<file path="src/rtl/spr_pkg.sv">
// Shared types and constants for the servo packet receiver with CRC-16 check.
// No dependencies; imported by spr_crc16_byte and the top level.
`timescale 1ns / 1ps
`default_nettype none

package spr_pkg;

  typedef logic [7:0]  byte_t;
  typedef logic [15:0] crc_t;
  typedef logic [15:0] pos_t;

  // CRC-16, not reflected, init zero, no final xor
  localparam crc_t CRC_POLY = 16'h8005;

  localparam pos_t MAX_LENGTH   = 16'd1024;
  localparam pos_t HEADER_BYTES = 16'd6;
  // largest length whose end position still fits in 16 bits
  localparam pos_t LEN_LIMIT    = 16'hFFFF - HEADER_BYTES;

  // fixed positions inside the header
  localparam pos_t POS_HEAD_ONE   = 16'd0;
  localparam pos_t POS_HEAD_TWO   = 16'd1;
  localparam pos_t POS_HEAD_THREE = 16'd2;
  localparam pos_t POS_STUFF      = 16'd3;
  localparam pos_t POS_LEN_LOW    = 16'd5;

  typedef enum logic [1:0] {
    STAT_RECEIVING = 2'd0,
    STAT_RESTART   = 2'd1,
    STAT_VALID     = 2'd2,
    STAT_CRC_BAD   = 2'd3
  } status_t;

  typedef enum logic [2:0] {
    REG_HEAD_ONE   = 3'd0,
    REG_HEAD_TWO   = 3'd1,
    REG_HEAD_THREE = 3'd2,
    REG_STUFF      = 3'd3,
    REG_STUFF_EN   = 3'd4,
    REG_LOW_CRC_EN = 3'd5
  } reg_idx_t;

  localparam byte_t RST_HEAD_ONE   = 8'hFF;
  localparam byte_t RST_HEAD_TWO   = 8'hFF;
  localparam byte_t RST_HEAD_THREE = 8'hFD;
  localparam byte_t RST_STUFF      = 8'h00;

endpackage

`default_nettype wire

</file>
<file path="src/rtl/spr_crc16_byte.sv">
// One-byte update of the CRC-16 (poly 0x8005, MSB first), purely combinational.
// Depends on spr_pkg.
`timescale 1ns / 1ps
`default_nettype none

module spr_crc16_byte (
  input  wire spr_pkg::crc_t  crc_in,
  input  wire spr_pkg::byte_t data,
  output spr_pkg::crc_t       crc_out
);
  import spr_pkg::*;

  crc_t r;

  always_comb begin
    r = crc_in ^ {data, 8'h00};
    for (int k = 0; k < 8; k++) begin
      if (r[15]) begin
        r = {r[14:0], 1'b0} ^ CRC_POLY;
      end else begin
        r = {r[14:0], 1'b0};
      end
    end
    crc_out = r;
  end

endmodule

`default_nettype wire

</file>
<file path="src/rtl/servo_packet_receiver_crc16_unit.sv">
// Top level of the servo packet receiver: APB registers, deframing state,
// output register. Depends on spr_pkg and spr_crc16_byte.
//
//  channel  | handshake          | payload
//  ---------+--------------------+------------------------------------
//  input    | in_valid/in_ready  | rx_byte
//  output   | out_valid/out_ready| byte_value, byte_position, status
//  config   | APB psel/penable   | paddr, pwdata, prdata (pready = 1)
//
// One word per cycle: each byte is checked, fed through the CRC and
// loaded into the output register in the cycle it is accepted; its
// result is visible the next cycle. The byte CRC update is the longest
// path. in_ready is high while the output register is empty or being
// drained, so a full output register only stalls the input when the
// sink holds off. rst (synchronous) clears position, CRC, length and
// the output valid flag, and loads the register defaults.
`timescale 1ns / 1ps
`default_nettype none

module servo_packet_receiver_crc16_unit (
  input  wire                 clk,
  input  wire                 rst,
  // byte input
  input  wire                 in_valid,
  output logic                in_ready,
  input  wire spr_pkg::byte_t rx_byte,
  // result output
  output logic                out_valid,
  input  wire                 out_ready,
  output spr_pkg::byte_t      byte_value,
  output spr_pkg::pos_t       byte_position,
  output logic [1:0]          status,
  // configuration
  input  wire                 psel,
  input  wire                 penable,
  input  wire                 pwrite,
  input  wire [4:0]           paddr,
  input  wire [31:0]          pwdata,
  output logic [31:0]         prdata,
  output logic                pready
);
  import spr_pkg::*;

  // configuration registers
  byte_t head_one, head_two, head_three, stuff_byte;
  logic  stuff_en, low_crc_en;

  // deframer state
  pos_t  pos_cnt, pos_cnt_next;
  crc_t  crc, crc_next;
  pos_t  len_val, len_val_next;
  byte_t len_low, len_low_next;
  byte_t prev_byte;

  crc_t    crc_fed;
  status_t status_next;
  logic    in_fire, cfg_write;
  reg_idx_t reg_idx;

  // per-byte decode helpers
  logic        hdr_bad, restart, feed;
  pos_t        len_cat;
  logic [16:0] end_pos, pos_plus2;

  assign pready    = 1'b1;
  assign in_ready  = !out_valid || out_ready;
  assign in_fire   = in_valid && in_ready;
  assign cfg_write = psel && penable && pwrite && pready;
  assign reg_idx   = reg_idx_t'(paddr[4:2]);

  spr_crc16_byte u_crc (
    .crc_in  (crc),
    .data    (rx_byte),
    .crc_out (crc_fed)
  );

  // ---- register file ----
  always_ff @(posedge clk) begin
    if (rst) begin
      head_one   <= RST_HEAD_ONE;
      head_two   <= RST_HEAD_TWO;
      head_three <= RST_HEAD_THREE;
      stuff_byte <= RST_STUFF;
      stuff_en   <= 1'b0;
      low_crc_en <= 1'b0;
    end else if (cfg_write) begin
      case (reg_idx)
        REG_HEAD_ONE:   head_one   <= pwdata[7:0];
        REG_HEAD_TWO:   head_two   <= pwdata[7:0];
        REG_HEAD_THREE: head_three <= pwdata[7:0];
        REG_STUFF:      stuff_byte <= pwdata[7:0];
        REG_STUFF_EN:   stuff_en   <= pwdata[0];
        REG_LOW_CRC_EN: low_crc_en <= pwdata[0];
        default: ;  // unmapped addresses ignore writes
      endcase
    end
  end

  always_comb begin
    case (reg_idx)
      REG_HEAD_ONE:   prdata = {24'd0, head_one};
      REG_HEAD_TWO:   prdata = {24'd0, head_two};
      REG_HEAD_THREE: prdata = {24'd0, head_three};
      REG_STUFF:      prdata = {24'd0, stuff_byte};
      REG_STUFF_EN:   prdata = {31'd0, stuff_en};
      REG_LOW_CRC_EN: prdata = {31'd0, low_crc_en};
      default:        prdata = 32'd0;
    endcase
  end

  // ---- per-byte decode ----
  always_comb begin
    len_cat   = {rx_byte, len_low};
    end_pos   = {1'b0, len_val} + {1'b0, HEADER_BYTES};
    pos_plus2 = {1'b0, pos_cnt} + 17'd2;

    hdr_bad = ((pos_cnt == POS_HEAD_ONE)   && (rx_byte != head_one))   ||
              ((pos_cnt == POS_HEAD_TWO)   && (rx_byte != head_two))   ||
              ((pos_cnt == POS_HEAD_THREE) && (rx_byte != head_three)) ||
              ((pos_cnt == POS_STUFF) && stuff_en && (rx_byte != stuff_byte));

    status_next  = STAT_RECEIVING;
    restart      = 1'b0;
    feed         = 1'b0;
    len_val_next = len_val;
    len_low_next = len_low;

    if (pos_cnt < HEADER_BYTES) begin
      if (hdr_bad) begin
        status_next = STAT_RESTART;
        restart     = 1'b1;
      end else begin
        feed = 1'b1;
        if (pos_cnt == POS_LEN_LOW) begin
          len_low_next = rx_byte;
        end
      end
    end else if (pos_cnt == HEADER_BYTES) begin
      // high length byte: range check, then feed unless it is the CRC low byte
      if ((len_cat > MAX_LENGTH) || (len_cat > LEN_LIMIT)) begin
        status_next = STAT_RESTART;
        restart     = 1'b1;
      end else begin
        len_val_next = len_cat;
        feed = pos_plus2 <= ({1'b0, len_cat} + {1'b0, HEADER_BYTES});
      end
    end else if ({1'b0, pos_cnt} == end_pos) begin
      // last byte is the CRC high byte; low byte came just before it
      restart = 1'b1;
      if ((rx_byte == crc[15:8]) && !(low_crc_en && (prev_byte != crc[7:0]))) begin
        status_next = STAT_VALID;
      end else begin
        status_next = STAT_CRC_BAD;
      end
    end else if ({1'b0, pos_cnt} > end_pos) begin
      // zero length runs past the end
      status_next = STAT_RESTART;
      restart     = 1'b1;
    end else begin
      feed = pos_plus2 <= end_pos;
    end

    if (restart) begin
      pos_cnt_next = '0;
      crc_next     = '0;
    end else begin
      pos_cnt_next = pos_cnt + 16'd1;
      crc_next     = feed ? crc_fed : crc;
    end
  end

  // ---- state update ----
  always_ff @(posedge clk) begin
    if (rst) begin
      pos_cnt   <= '0;
      crc       <= '0;
      len_val   <= '0;
      len_low   <= '0;
      prev_byte <= '0;
    end else if (in_fire) begin
      pos_cnt   <= pos_cnt_next;
      crc       <= crc_next;
      len_val   <= len_val_next;
      len_low   <= len_low_next;
      prev_byte <= rx_byte;
    end
  end

  // ---- output register ----
  always_ff @(posedge clk) begin
    if (rst) begin
      out_valid <= 1'b0;
    end else if (in_fire) begin
      out_valid <= 1'b1;
    end else if (out_ready) begin
      out_valid <= 1'b0;
    end
  end

  always_ff @(posedge clk) begin
    if (in_fire) begin
      byte_value    <= rx_byte;
      byte_position <= pos_cnt;
      status        <= status_next;
    end
  end

  // ---- assertions ----
  // a finished or aborted packet always restarts at position zero
  assert property (@(posedge clk) disable iff (rst)
    (in_fire && (status_next != STAT_RECEIVING)) |=> (pos_cnt == '0))
    else $error("position not cleared after packet end or restart");

  // at position zero the CRC register holds its init value
  assert property (@(posedge clk) disable iff (rst)
    (pos_cnt == '0) |-> (crc == '0))
    else $error("CRC not cleared at packet start");

  // a byte still being received advances the position by one
  assert property (@(posedge clk) disable iff (rst)
    (in_fire && (status_next == STAT_RECEIVING)) |=>
      (pos_cnt == $past(pos_cnt) + 16'd1))
    else $error("position did not advance");

  // the reported position is the one the byte was accepted at
  assert property (@(posedge clk) disable iff (rst)
    in_fire |=> (out_valid && (byte_position == $past(pos_cnt))))
    else $error("result register not loaded with accepted byte");

endmodule

`default_nettype wire

</file>
<file path="config.mk">
export PLATFORM = sky130hd
export DESIGN_NAME = servo_packet_receiver_crc16_unit
export DESIGN_NICKNAME = d
export VERILOG_FILES = /design/src/rtl/spr_pkg.sv /design/src/rtl/spr_crc16_byte.sv /design/src/rtl/servo_packet_receiver_crc16_unit.sv
export SDC_FILE = /design/constraint.sdc
export NUM_CORES = 1
export LEC_CHECK = 0
export BUFFER_PORTS_ARGS = -buffer_cell sky130_fd_sc_hd__buf_4
export CAP_MARGIN = 20
export CORE_MARGIN = 8
export CORE_UTILIZATION = 45
export DETAILED_ROUTE_END_ITERATION = 16
export PLACE_DENSITY = 0.67
export SYNTH_ARGS = -nofsm -noshare
export SYNTH_HDL_FRONTEND = slang
export SYNTH_HIERARCHICAL = 1
export SYNTH_SLANG_ARGS = --single-unit
</file>
<file path="constraint.sdc">
create_clock -name clk -period 8.17 [get_ports clk]
set_input_delay 1.2255 -clock clk [delete_from_list [all_inputs] [get_ports clk]]
set_output_delay 1.2255 -clock clk [all_outputs]
set_load 0.01 [all_outputs]
</file>
## Yosys cells after proc, flatten, opt, wreduce, memory -nomap -nowiden

Index checks and enable logic that the tools add are counted.

- $add $sub $neg: 4
- $lt $le $gt $ge: 6
- Equality and inequality tests: 17
- Mux-type cells: 33
- Bitwise gates (word level): 12
- Reduce and logical (&&, ||, !) cells: 30

Operators by type and width:

| cell | count |
|---|---|
| 16-bit two-way mux | 11 |
| 8-bit one-hot mux with 6 select lines | 1 |
| 8-bit != test | 5 |
| 16-bit by 3-bit adder with 17-bit output, second input constant | 2 |
| 17-bit <= comparator | 2 |
| 16-bit by 2-bit == test with 1-bit output, second input constant | 2 |
| 16-bit by 3-bit == test with 1-bit output, second input constant | 2 |
| 3-bit NOT | 8 |
| 1-bit two-way mux | 18 |
| 16-bit by 2-bit adder with 17-bit output, second input constant | 1 |
| 16-bit by 17-bit == test with 1-bit output | 1 |
| 16-bit by 17-bit greater-than comparator with 1-bit output | 1 |
| 16-bit by 1-bit adder with 16-bit output, second input constant | 1 |
| 16-bit by 1-bit == test with 1-bit output, second input constant | 1 |
| 16-bit by 11-bit greater-than comparator with 1-bit output, second input constant | 1 |
| 16-bit greater-than comparator, second input constant | 1 |
| 16-bit logical NOT | 1 |
| 16-bit by 3-bit < comparator with 1-bit output, second input constant | 1 |
| 16-bit XOR | 1 |
| 2-bit AND reduction | 7 |
| 1-bit logical AND | 10 |
| 8-bit == test | 1 |
| 4-bit AND reduction | 2 |
| 3-bit by 2-bit == test with 1-bit output, second input constant | 2 |
| other kinds (8) | 19 |

- Register bits after elaboration: 125
- Input port bits: 52
- Logic and storage cells: 117

## Depth between registers and ports, before layout

Gate-level depths: netlist of the first run.

- Depth after elaboration: 19
- Depth in mapped cells: 17
- Gate-level depth less buffers: 14

## Hierarchy

The synthesis of the first run kept the hierarchy.

Modules (own cells, without submodules):

| module | times used | cells an instance | area an instance (µm²) | sequential area each (µm²) |
|---|---|---|---|---|
| servo_packet_receiver_crc16_unit | 1 | 841 | 7822.5 | 2762.6 |
| spr_crc16_byte | 1 | 28 | 260.2 | 0.0 |

## Worst setup path after synthesis of the first run

OpenSTA, ideal clock, no wires.

- Kind: input port to flip-flop
- Start point: input port rx_byte[0]
- End point: register crc[0]
- Library setup time: 0.123 ns
- Data arrival time: 4.069 ns
- Data required time: 8.047 ns
- Path slack: 3.978 ns
- Cell stages on the path: 15
- Buffers on the path: 4
- Cells stage by stage: clkbuf_1 > clkbuf_1 > and4_1 > and3_1 > and2_1 > nand3_1 > ha_1 > a21oi_1 > o21ai_0 > a2111o_1 > a41o_1 > a31o_1 > buf_6 > buf_12 > mux2i_1

- Cells in the longest elaborated chain, start to end: 12

RTL lines:

| what | RTL line | RTL |
|---|---|---|
| start, declared | servo_packet_receiver_crc16_unit.sv:26 | `input wire spr_pkg::byte_t rx_byte,` |
| branches (longest 12 deep; another with 16-bit by 3-bit adder with 17-bit output) | - |  |
| end signal, assigned | servo_packet_receiver_crc16_unit.sv:182 | `crc <= crc_next;` |
| end, declared | servo_packet_receiver_crc16_unit.sv:50 | `crc_t crc, crc_next;` |

Parallel ways; which one is timed is not known. The select of a mux whose other input is x is not followed.
A chain may end at the register's enable or synchronous reset.

## Worst setup path after layout of the first run

- Start point: register len_val[1]
- End point: register crc[12]

- Cells in the longest elaborated chain, start to end: 8

RTL lines:

| what | RTL line | RTL |
|---|---|---|
| start, declared | servo_packet_receiver_crc16_unit.sv:51 | `pos_t len_val, len_val_next;` |
| start signal, assigned | servo_packet_receiver_crc16_unit.sv:183 | `len_val <= len_val_next;` |
| 16-bit by 3-bit adder with 17-bit output * | servo_packet_receiver_crc16_unit.sv:114 | `end_pos = {1'b0, len_val} + {1'b0, HEADER_BYTES};` |
| 16-bit by 17-bit greater-than comparator with 1-bit output or 17-bit <= comparator (tied branches) | servo_packet_receiver_crc16_unit.sv:155, servo_packet_receiver_crc16_unit.sv:160 |  |
| 1-bit two-way mux | servo_packet_receiver_crc16_unit.sv:155 | `end else if ({1'b0, pos_cnt} > end_pos) begin` |
| 1-bit two-way mux | servo_packet_receiver_crc16_unit.sv:147 | `end else if ({1'b0, pos_cnt} == end_pos) begin` |
| 1-bit two-way mux | servo_packet_receiver_crc16_unit.sv:138 | `end else if (pos_cnt == HEADER_BYTES) begin` |
| 1-bit two-way mux | servo_packet_receiver_crc16_unit.sv:128 | `if (pos_cnt < HEADER_BYTES) begin` |
| 2-bit nonzero test (no source line) | - |  |
| 2-bit AND reduction (no source line) | - |  |

Mark *: on every way between the ends. The rest lies on a longest branch, timed or not.

==> results of run 1 <==
-- per-layer routing --
layer	wire (um)	part of all wire, %
met1	9232	45
met2	9843	48
met5	0	0
met3	1013	4.9
met4	397	1.9
-- final cells by class --
cell class | count | area (sq um)
Clock buffer | 18 | 429.2
Sequential cell | 125 | 2763
Multi-Input combinational cell | 676 | 4903
Inverter | 13 | 48.80
Fill cell | 1665 | 8688
Tap cell | 229 | 286.5
Clock inverter | 14 | 157.7
Timing Repair Buffer | 67 | 503.0
-- final timing paths --
kind | from | end | slack, ns | depth (start not counted)
max | len_val[1]$_SDFFE_PP0P_ | crc[12]$_SDFFE_PP0P_ | 3.67 | 14
min | prev_byte[3]$_SDFFE_PP0P_ | prev_byte[3]$_SDFFE_PP0P_ | 0.47 | 2
max reg2reg | len_val[1]$_SDFFE_PP0P_ | crc[12]$_SDFFE_PP0P_ | 3.67 | 14
min reg2reg | prev_byte[3]$_SDFFE_PP0P_ | prev_byte[3]$_SDFFE_PP0P_ | 0.47 | 2
-- cell usage in the layout (no fill, tap or decap), types with 5 or more instances in the layout --
master       n
nor3_1       9
nand4_1     26
mux4_2       7
a21o_1       5
nor2_1      65
a21oi_1     27
dfxtp_1     99
a211oi_2     7
a211oi_1    11
xor2_1      46
and3_1       7
mux2i_1     60
inv_1       12
buf_4       67
conb_1      25
nor2b_1      9
clkbuf_16   17
nand2_1    103
edfxtp_1    26
o21ai_0     16
ha_1        54
xnor2_1     76
and2_1       9
o2111ai_1   17
nand3_1     35
nor4_1       6
-- synth_stat cells (4+ instances only) --
cell type	instances
nor3_1	9
nand3_1	35
nor2b_1	9
a21oi_1	27
xor2_1	46
a21o_1	5
ha_1	54
nand2_1	103
nor4_1	6
buf_2	10
o21a_1	4
o21ai_0	16
o2111ai_1	17
and4_1	4
buf_4	31
and3_1	7
a211oi_1	11
dfxtp_1	99
clkbuf_1	28
nor2_1	65
nor4_2	4
nand4_1	26
mux4_2	7
and2_1	9
xnor2_1	76
a211oi_2	7
buf_1	5
edfxtp_1	26
inv_1	13
mux2i_1	60
-- sequential cells by signal (all words and copies together) (netlist names), 16 cells and up --
signal         cells
len_val           16
crc               16
byte_position     16
pos_cnt           16
-- worst max-delay path: stages, from the launching register on --
cell	delay, ns
dfxtp_1	0.45
inv_1	0.09
ha_1	0.23
nor2_1	0.16
and2_1	0.25
nand4_1	0.13
xor2_1	0.25
ha_1	0.30
nand3_1	0.11
o21bai_1	0.12
a31oi_1	0.07
a2111oi_2	0.34
o21a_1	0.71
a31o_1	0.90
mux2i_1	0.27
-- per-stage QoR --
stage / hold WS, ns / area (sq um)
after floorplan: 0.4029 / 8169
after global placement: 0.4542 / 8504
after detailed placement: 0.4591 / 8504
after CTS: 0.4678 / 9091
after global routing: 0.4866 / 9091
final: 0.4671 / 9091
-- logic make-up after synthesis --
logic type / Yosys count / share of synthesized area, %
adder cells (fa/ha/maj): 54 / 8.359
multiplexers: 69 / 9.659
flip-flops: 125 / 34.18
other: 2 / 0.09291
AND/OR/NAND/NOR: 293 / 17.58
AO/OA/AOI/OAI: 111 / 10.12
buffers and inverters: 91 / 6.300
XOR/XNOR: 124 / 13.70
-- power groups by stage --
stage               logic [mW]  registers, mW  clock network, mW
global placement         0.135          0.659                  0
CTS                      0.137          0.646              0.773
finish                   0.137          0.646              0.761
detailed placement       0.135          0.659                  0
floorplan               0.0949          0.662                  0
global route             0.147          0.647              0.796
==> reports/metrics.cfg, run 1 <==
[clock_tree]
post_cts_resized=0
numCtsBuffers=17
cts_tree=done
numClockSinks=125
ctsHoldBuffers=0
clk_path_buf_depth=2
cts_setup_buffers=0
h-tree-depth=4
clkLatencyLatePin_ns=0.43
cts-root-buf=clkbuf_16
clkTransAtPathRegs_ns=0.06

[die]
dieWidth_um=150.0
dieHeight_um=150.0
rows=49
dieArea_sq_um=22510
coreArea_sq_um=17780
io_pins=113
start_util_pct=45.46

[global_routing]
grt_max_degree=59
use_met3_pct=4.627
track_usage_pct=18.51
grt_pass1_vias=6254
use_met1_pct=23.32
gr-total-overflow=0
grt_pass1_wl_um=32840
grt_util_met2_pct=30.07
antenna_found_initial=0
grt_busiest_layer=met2

[synth]
synth_edf_count=26
synthTopCellsByArea=dfxtp_1, edfxtp_1, ha_1
synth.avg_cell_area_sq_um=9.301
yosys.area.top_type_share_pct=24.52
synth_seq_cells=125
yosysWarningCount=6
ys_seq_area_share_pct=34.18
syn_inst=869
yosys.area.top_type=dfxtp_1
ys_types=66
synth.cell_area_sq_um=8083
synth_ff_type=dfxtp_1
async_flop_share_pct=0

[sta]
finalCritPeriodShare_pct=55.06
setup-tns-final_ns=0
layout_min_cycle_time_ns=4.499
drv_slew=0
relSlewSlack_pct=34.13
setup_ws_ns=3.671
tightest_slew_ns=0.9880
hold_viol=0
setup_viol=0
finClkSkew_ns=0.009473
rsz0062_at_grt=no
max_freq_ghz=0.2223

[routing]
routed-via-count=6350
viasPerCell=5.560
ant_nets=0
wl_per_cell_um=17.94
routed_wl_um=20490
firstDrtPassIters=5
drc_errors=0
drt_iter0_drc=447

[job]
max-cap-violations=0

[placed_design]
portBuffers=61
dp_slack_ns=3.692
hpwl_um=14440
dpl.cell_count=1110
routabilityCongestion=0.8434

[power_and_ir_drop]
sw_frac_of_total_pct=25.42
p_int_mw=1.151
vdd_drop_max_v=0.0001312
p_leak_nw=3.496
clockPowerShare_pct=49.3
p_total_mw=1.543
cellPowerDensity_nw_per_um2=169.7
p_sw_mw=0.3922
p_seq_share_pct=41.8
combPwrFrac_pct=8.9

[setup_path]
cp_max_fo=18
worstPathArrival_ns=4.85
worstPathRequired_ns=8.52
endpoint_kind=flip-flop
critical_path_class=reg2reg
startpoint_type=flip-flop

[min_path]
worstHoldPathType=reg2reg

[run_status]
status=finished clean

[final_layout]
stdcell_count=1142
layout.nets=1006
diodes=0
final_util_pct=51.13
layout-drive-gt1-share_pct=14.13
area_growth_syn_to_layout_pct=12.48

Power figures use the tool's default switching activity.
==> run 2, diff against run 1 <==
--- a/config.mk
+++ b/config.mk
@@ -5,6 +5,7 @@
 export SDC_FILE = /design/constraint.sdc
 export NUM_CORES = 1
 export LEC_CHECK = 0
+export ABC_AREA = 1
 export BUFFER_PORTS_ARGS = -buffer_cell sky130_fd_sc_hd__buf_4
 export CAP_MARGIN = 20
 export CORE_MARGIN = 8
==> constraint.sdc (replaced) <==
create_clock -name clk -period 4.4 [get_ports clk]
set_input_delay 0.66 -clock clk [delete_from_list [all_inputs] [get_ports clk]]
set_output_delay 0.66 -clock clk [all_outputs]
set_load 0.01 [all_outputs]
==> reports/metrics.cfg, run 2 <==
[sta]
layout_min_cycle_time_ns=3.805
rsz0062_at_grt=no
max_freq_ghz=0.2628
setup-tns-final_ns=0
finalCritPeriodShare_pct=86.48
tightest_slew_ns=1.127
relSlewSlack_pct=24.32
drv_slew=0
setup_ws_ns=0.5947
finClkSkew_ns=0.01247
hold_viol=0
setup_viol=0

[clock_tree]
cts_setup_buffers=0
clk_path_buf_depth=2
h-tree-depth=4
clkTransAtPathRegs_ns=0.06
cts-root-buf=clkbuf_16
numClockSinks=125
numCtsBuffers=17
cts_tree=done
clkLatencyLatePin_ns=0.43
ctsHoldBuffers=0

[final_layout]
layout.nets=1266
stdcell_count=1407
final_common_cell=nand2_1
fin_area_sq_um=9545
layout-drive-gt1-share_pct=16.88
layout_common_cells=nand2_1, inv_1, dfxtp_1
diodes=0
area_growth_syn_to_layout_pct=13.02

[global_routing]
grt_max_degree=47
grt_pass1_wl_um=36630
antenna_found_initial=0
gr-total-overflow=0
track_usage_pct=19.36
grt_pass1_vias=7391

[min_path]
worstHoldPathType=reg2reg
min_delay_path_depth=2
whs_endpoint=len_val[14]$_SDFFE_PP0P_
hp-start=len_val[14]$_SDFFE_PP0P_

[synth]
async_flop_share_pct=0
synth_edf_count=26
synth_ff_type=dfxtp_1
ys_types=49
synth.most_common_cell=nand2_1
yosysWarningCount=6
synth.avg_cell_area_sq_um=7.616
syn_inst=1109
synth_seq_cells=125
yosys.area.top_type=dfxtp_1
synthTopCellsByArea=dfxtp_1, nand2_1, edfxtp_1
yosys.area.top_type_share_pct=23.47
synth.cell_area_sq_um=8446
synthTopCellsByCount=nand2_1, inv_1, dfxtp_1
ys_seq_area_share_pct=32.71

[routing]
drt_iter0_drc=426
firstDrtPassIters=5
wl_per_cell_um=15.81
ant_nets=0
viasPerCell=5.335
drc_errors=0
routed_wl_um=22240
routed-via-count=7507

[setup_path]
timing.rr.start=pos_cnt[3]$_SDFFE_PP0P_
endpoint_kind=flip-flop
cp_slowest_cell=dfxtp_1
worstPathArrival_ns=4.10
r2r-end=crc[8]$_SDFFE_PP0P_
startpoint_type=flip-flop
cp_common_cell=nor2_1
max_stage_delay_ns=0.56
reg2regPathDepth=20
critical_path_class=reg2reg
worstPathRequired_ns=4.70
r2r_slack_ns=0.59
cp_max_fo=17
worstPathBufferInverterCount=2
cp_top_family=simple AND/OR/NAND/NOR gates
cp_cell_sequence=nand2_1 -> nor2_1 -> inv_1 -> nor2_1 -> inv_1 -> nor2_1 -> nand3_1 -> xor2_1 -> ha_1 -> nand2_1 -> nor2_1 -> nand2_1 -> nor4b_1 -> nor2_1 -> a21oi_1 -> a21oi_4 -> nand2_4 -> nand2_4 -> nand2_1 -> a21oi_1

[die]
dieArea_sq_um=23410
dieWidth_um=153.0
start_util_pct=45.45
io_pins=113
dieHeight_um=153.0
coreArea_sq_um=18580
rows=50

[placed_design]
portBuffers=61
dpl.cell_count=1375
dp_slack_ns=0.4516
hpwl_um=16710
routabilityCongestion=0.8570
post_dp_cell_area_sq_um=8961

[power_and_ir_drop]
p_leak_nw=4.266
vdd_drop_max_v=0.0002399
cellPowerDensity_nw_per_um2=301.3

[job]
max-cap-violations=0

[run_status]
status=finished clean

[run 2: repair_timing]
action                                 4_1_cts  5_1_grt
endpoints found under the hold margin        0        0
resized for setup                            0        1
setup endpoints to repair                    0        5
[run 2: worst max-delay path by stage]
stage | to | cells after the start | start | slack (ns)
6_report | crc[8]$_SDFFE_PP0P_ | 20 | pos_cnt[3]$_SDFFE_PP0P_ | 0.59
5_1_grt | crc[1]$_SDFFE_PP0P_ | 22 | len_low[1]$_SDFFE_PP0P_ | 0.21
4_1_cts | crc[10]$_SDFFE_PP0P_ | 22 | len_low[1]$_SDFFE_PP0P_ | 0.43
3_5_place_dp | crc[10]$_SDFFE_PP0P_ | 22 | len_low[1]$_SDFFE_PP0P_ | 0.45
3_3_place_gp | crc[0]$_SDFFE_PP0P_ | 22 | len_low[1]$_SDFFE_PP0P_ | 0.52
2_1_floorplan | crc[15]$_SDFFE_PP0P_ | 23 | len_low[1]$_SDFFE_PP0P_ | 1.09
[run 2: report_power, final]
part / leakage [nW] / internal (mW) / switching (mW) / total [mW]
logic: 2.92 / 0.104 / 0.187 / 0.290
registers: 1.06 / 1.19 / 0.0111 / 1.20
clock network: 0.286 / 0.821 / 0.561 / 1.38
[run 2: area by class of cell]
cell class              count  area, sq um
clock buffers              19        454.2
repair buffers             69        518.0
inverters                 125        469.2
well taps                 234        292.8
multi-input cells         822         4923
flip-flops and latches    125         2763
clock inverters            13        125.1
fillers                  1788         9035
[run 2: logic make-up (layout without fill, tap and decap cells)]
kind of cell,Yosys count,in the layout,share of synthesized area (%)
AO/OA/AOI/OAI,169,169,12.09
XOR/XNOR,72,72,7.556
adder cells (fa/ha/maj),54,54,8.000
buffers and inverters,185,226,10.07
flip-flops,125,125,32.71
other,2,25,0.08892
AND/OR/NAND/NOR,502,502,29.48
[run 2: tightest hold or removal path: stages (launching register included)]
cell and delay [ns]:
dfxtp_1 0.31, nand3_1 0.07, inv_1 0.03
[run 2: metrics by stage]
| stage | hold slack, ns | total power, mW | util [%] |
|---|---|---|---|
| 6_report | 0.4575 | 2.876 | 51.37 |
| 4_1_cts | 0.4554 | 2.898 | 51.35 |
| 2_1_floorplan | 0.4359 | 1.434 | - |
| 3_3_place_gp | 0.4458 | 1.515 | 48.23 |
| 5_1_grt | 0.4592 | 2.986 | 51.37 |
| 3_5_place_dp | 0.4499 | 1.517 | 48.23 |
[run 2: per-layer routing]
metal	global-route usage, %	vias up	part of all wire [%]
met4	7.210	0	2.1
met5	0	-	0
met2	32.81	221	48
met1	23.35	3509	44
li1	-	3740	-
met3	4.793	37	5.6
==> run 3, diff against run 2 <==
--- a/config.mk
+++ b/config.mk
@@ -5,9 +5,9 @@
 export SDC_FILE = /design/constraint.sdc
 export NUM_CORES = 1
 export LEC_CHECK = 0
-export ABC_AREA = 1
 export BUFFER_PORTS_ARGS = -buffer_cell sky130_fd_sc_hd__buf_4
 export CAP_MARGIN = 20
+export CORE_ASPECT_RATIO = 1.1
 export CORE_MARGIN = 8
 export CORE_UTILIZATION = 45
 export DETAILED_ROUTE_END_ITERATION = 16
@@ -16,3 +16,4 @@
 export SYNTH_HDL_FRONTEND = slang
 export SYNTH_HIERARCHICAL = 1
 export SYNTH_SLANG_ARGS = --single-unit
+export TNS_END_PERCENT = 100
==> reports/metrics.cfg, run 3 (synthesis gave the netlist of run 1 again) <==
[setup_path]
crit_start=pos_cnt[3]$_SDFFE_PP0P_
worstPathRequired_ns=4.70
max_stage_delay_ns=0.62
startpoint_type=flip-flop
endpoint_kind=flip-flop
timing.rr.start=pos_cnt[3]$_SDFFE_PP0P_
cp_slowest_cell=dfxtp_1
worstPathArrival_ns=4.22
critical_path_class=reg2reg
cp_max_fo=16
cp_cell_sequence=nand3_1 -> nor2_1 -> nand2_1 -> xnor2_1 -> ha_1 -> nand4_1 -> or4_1 -> o22ai_1 -> o21ai_0 -> a221o_1 -> a31o_1 -> buf_4 -> mux2i_1

[sta]
max_freq_ghz=0.2551
hold_viol=0
layout_min_cycle_time_ns=3.920
finClkSkew_ns=0.009426
drv_slew=0
hold_ws_ns=0.4664
rsz0062_at_grt=no
relSlewSlack_pct=38.76
setup-tns-final_ns=0
finalCritPeriodShare_pct=89.08
setup_viol=0
tightest_slew_ns=0.9186
setup_ws_ns=0.4805

[global_routing]
track_usage_pct=18.98
grt_pass1_wl_um=33320
gr-total-overflow=0
grt_pass1_vias=6326
antenna_found_initial=0
grt_max_degree=59

[power_and_ir_drop]
p_leak_nw=3.509
cellPowerDensity_nw_per_um2=300.1
vdd_drop_max_v=0.0002709

[placed_design]
routabilityCongestion=0.9352
portBuffers=61
dp_slack_ns=0.5534
hpwl_um=14710
post_dp_cell_area_sq_um=8561

[die]
coreArea_sq_um=17680
rows=51
dieWidth_um=143.8
io_pins=113
dieArea_sq_um=22510
dieHeight_um=156.6
start_util_pct=45.73

[final_layout]
diodes=0
area_growth_syn_to_layout_pct=12.57
multi_input_area_sq_um=4903
nFillCells=1676
final_common_cell=nand2_1
layout.nets=1012
seq_area_sq_um=2763
final_util_pct=51.48
fin_area_sq_um=9099
layout-drive-gt1-share_pct=14.36
layout_common_cells=nand2_1, dfxtp_1, xnor2_1

[clock_tree]
numCtsBuffers=17
numClockSinks=125
clkTransAtPathRegs_ns=0.06
clkLatencyLatePin_ns=0.43
cts_setup_buffers=0
ctsHoldBuffers=0
h-tree-depth=4
clk_path_buf_depth=2
cts_tree=done
post_cts_resized=0
cts-root-buf=clkbuf_16

[routing]
firstDrtPassIters=5
routed-via-count=6297
drc_errors=0
ant_nets=0
drt_iter0_drc=398
viasPerCell=5.443
routed_wl_um=20590
wl_per_cell_um=17.80

[min_path]
worstHoldPathType=reg2reg
hp-start=prev_byte[2]$_SDFFE_PP0P_

[job]
max-cap-violations=0

[run_status]
status=finished clean

run 3: changes by cell type in the layout (fill, tap and decap cells not counted), sizes merged, moves of 17 or more:
cell,delta
nand3,-59
inv,-116
o2111ai,+17
a21oi,-50
nand2,-141
o21ai,-32
nor2,-25
mux2i,+60
xnor2,+53
run 3: final cells by class:
| type | instances | area share, % |
|---|---|---|
| multi-input cells | 676 | 53.89 |
| inverters | 13 | 0.5363 |
| flip-flops and latches | 125 | 30.36 |
| repair buffers | 73 | 6.023 |
| well taps | 238 | 3.273 |
| clock inverters | 9 | 0.6463 |
| clock buffers | 23 | 5.267 |
run 3: worst max-delay path, delay by kind of cell (launching register included):
kind                       cells  cell delay, ns
muxes                          1            0.15
adders and majority gates      1            0.34
buffers and inverters          1            0.22
xor gates and xnor gates       1            0.22
DFF                            1            0.62
AOI/OAI and AO/OA              4            0.84
and+or+nand+nor                5            1.40
run 3: stage by stage:
| step | std cells | power, mW |
|---|---|---|
| after detailed placement | 1125 | 1.476 |
| after global placement | 1125 | 1.474 |
| after global routing | 1157 | 2.823 |
| final | 1157 | 2.731 |
| after floorplan | 892 | 1.406 |
| after CTS | 1157 | 2.753 |
run 3: where the power goes:
part	total, mW	internal, mW	leakage (nW)	switching (mW)
Combinational	0.253	0.102	2.18	0.151
Clock	1.28	0.767	0.271	0.511
Sequential	1.20	1.19	1.05	0.00952
run 3: path summary, 6_finish.rpt:
path | cells after the start | endpoint | slack [ns]
min reg2reg | 2 | prev_byte[2]$_SDFFE_PP0P_ | 0.47
max reg2reg | 13 | crc[5]$_SDFFE_PP0P_ | 0.48
max | 13 | crc[5]$_SDFFE_PP0P_ | 0.48
min | 2 | prev_byte[2]$_SDFFE_PP0P_ | 0.47
run 3: per-layer routing:
layer / GRT usage [%] / vias to the layer above / share of wire [%]
met2: 32.29 / 145 / 49
li1: - / 3108 / -
met3: 4.570 / 30 / 4.4
met5: 0 / - / 0
met4: 6.566 / 0 / 1.7
met1: 22.88 / 3014 / 45
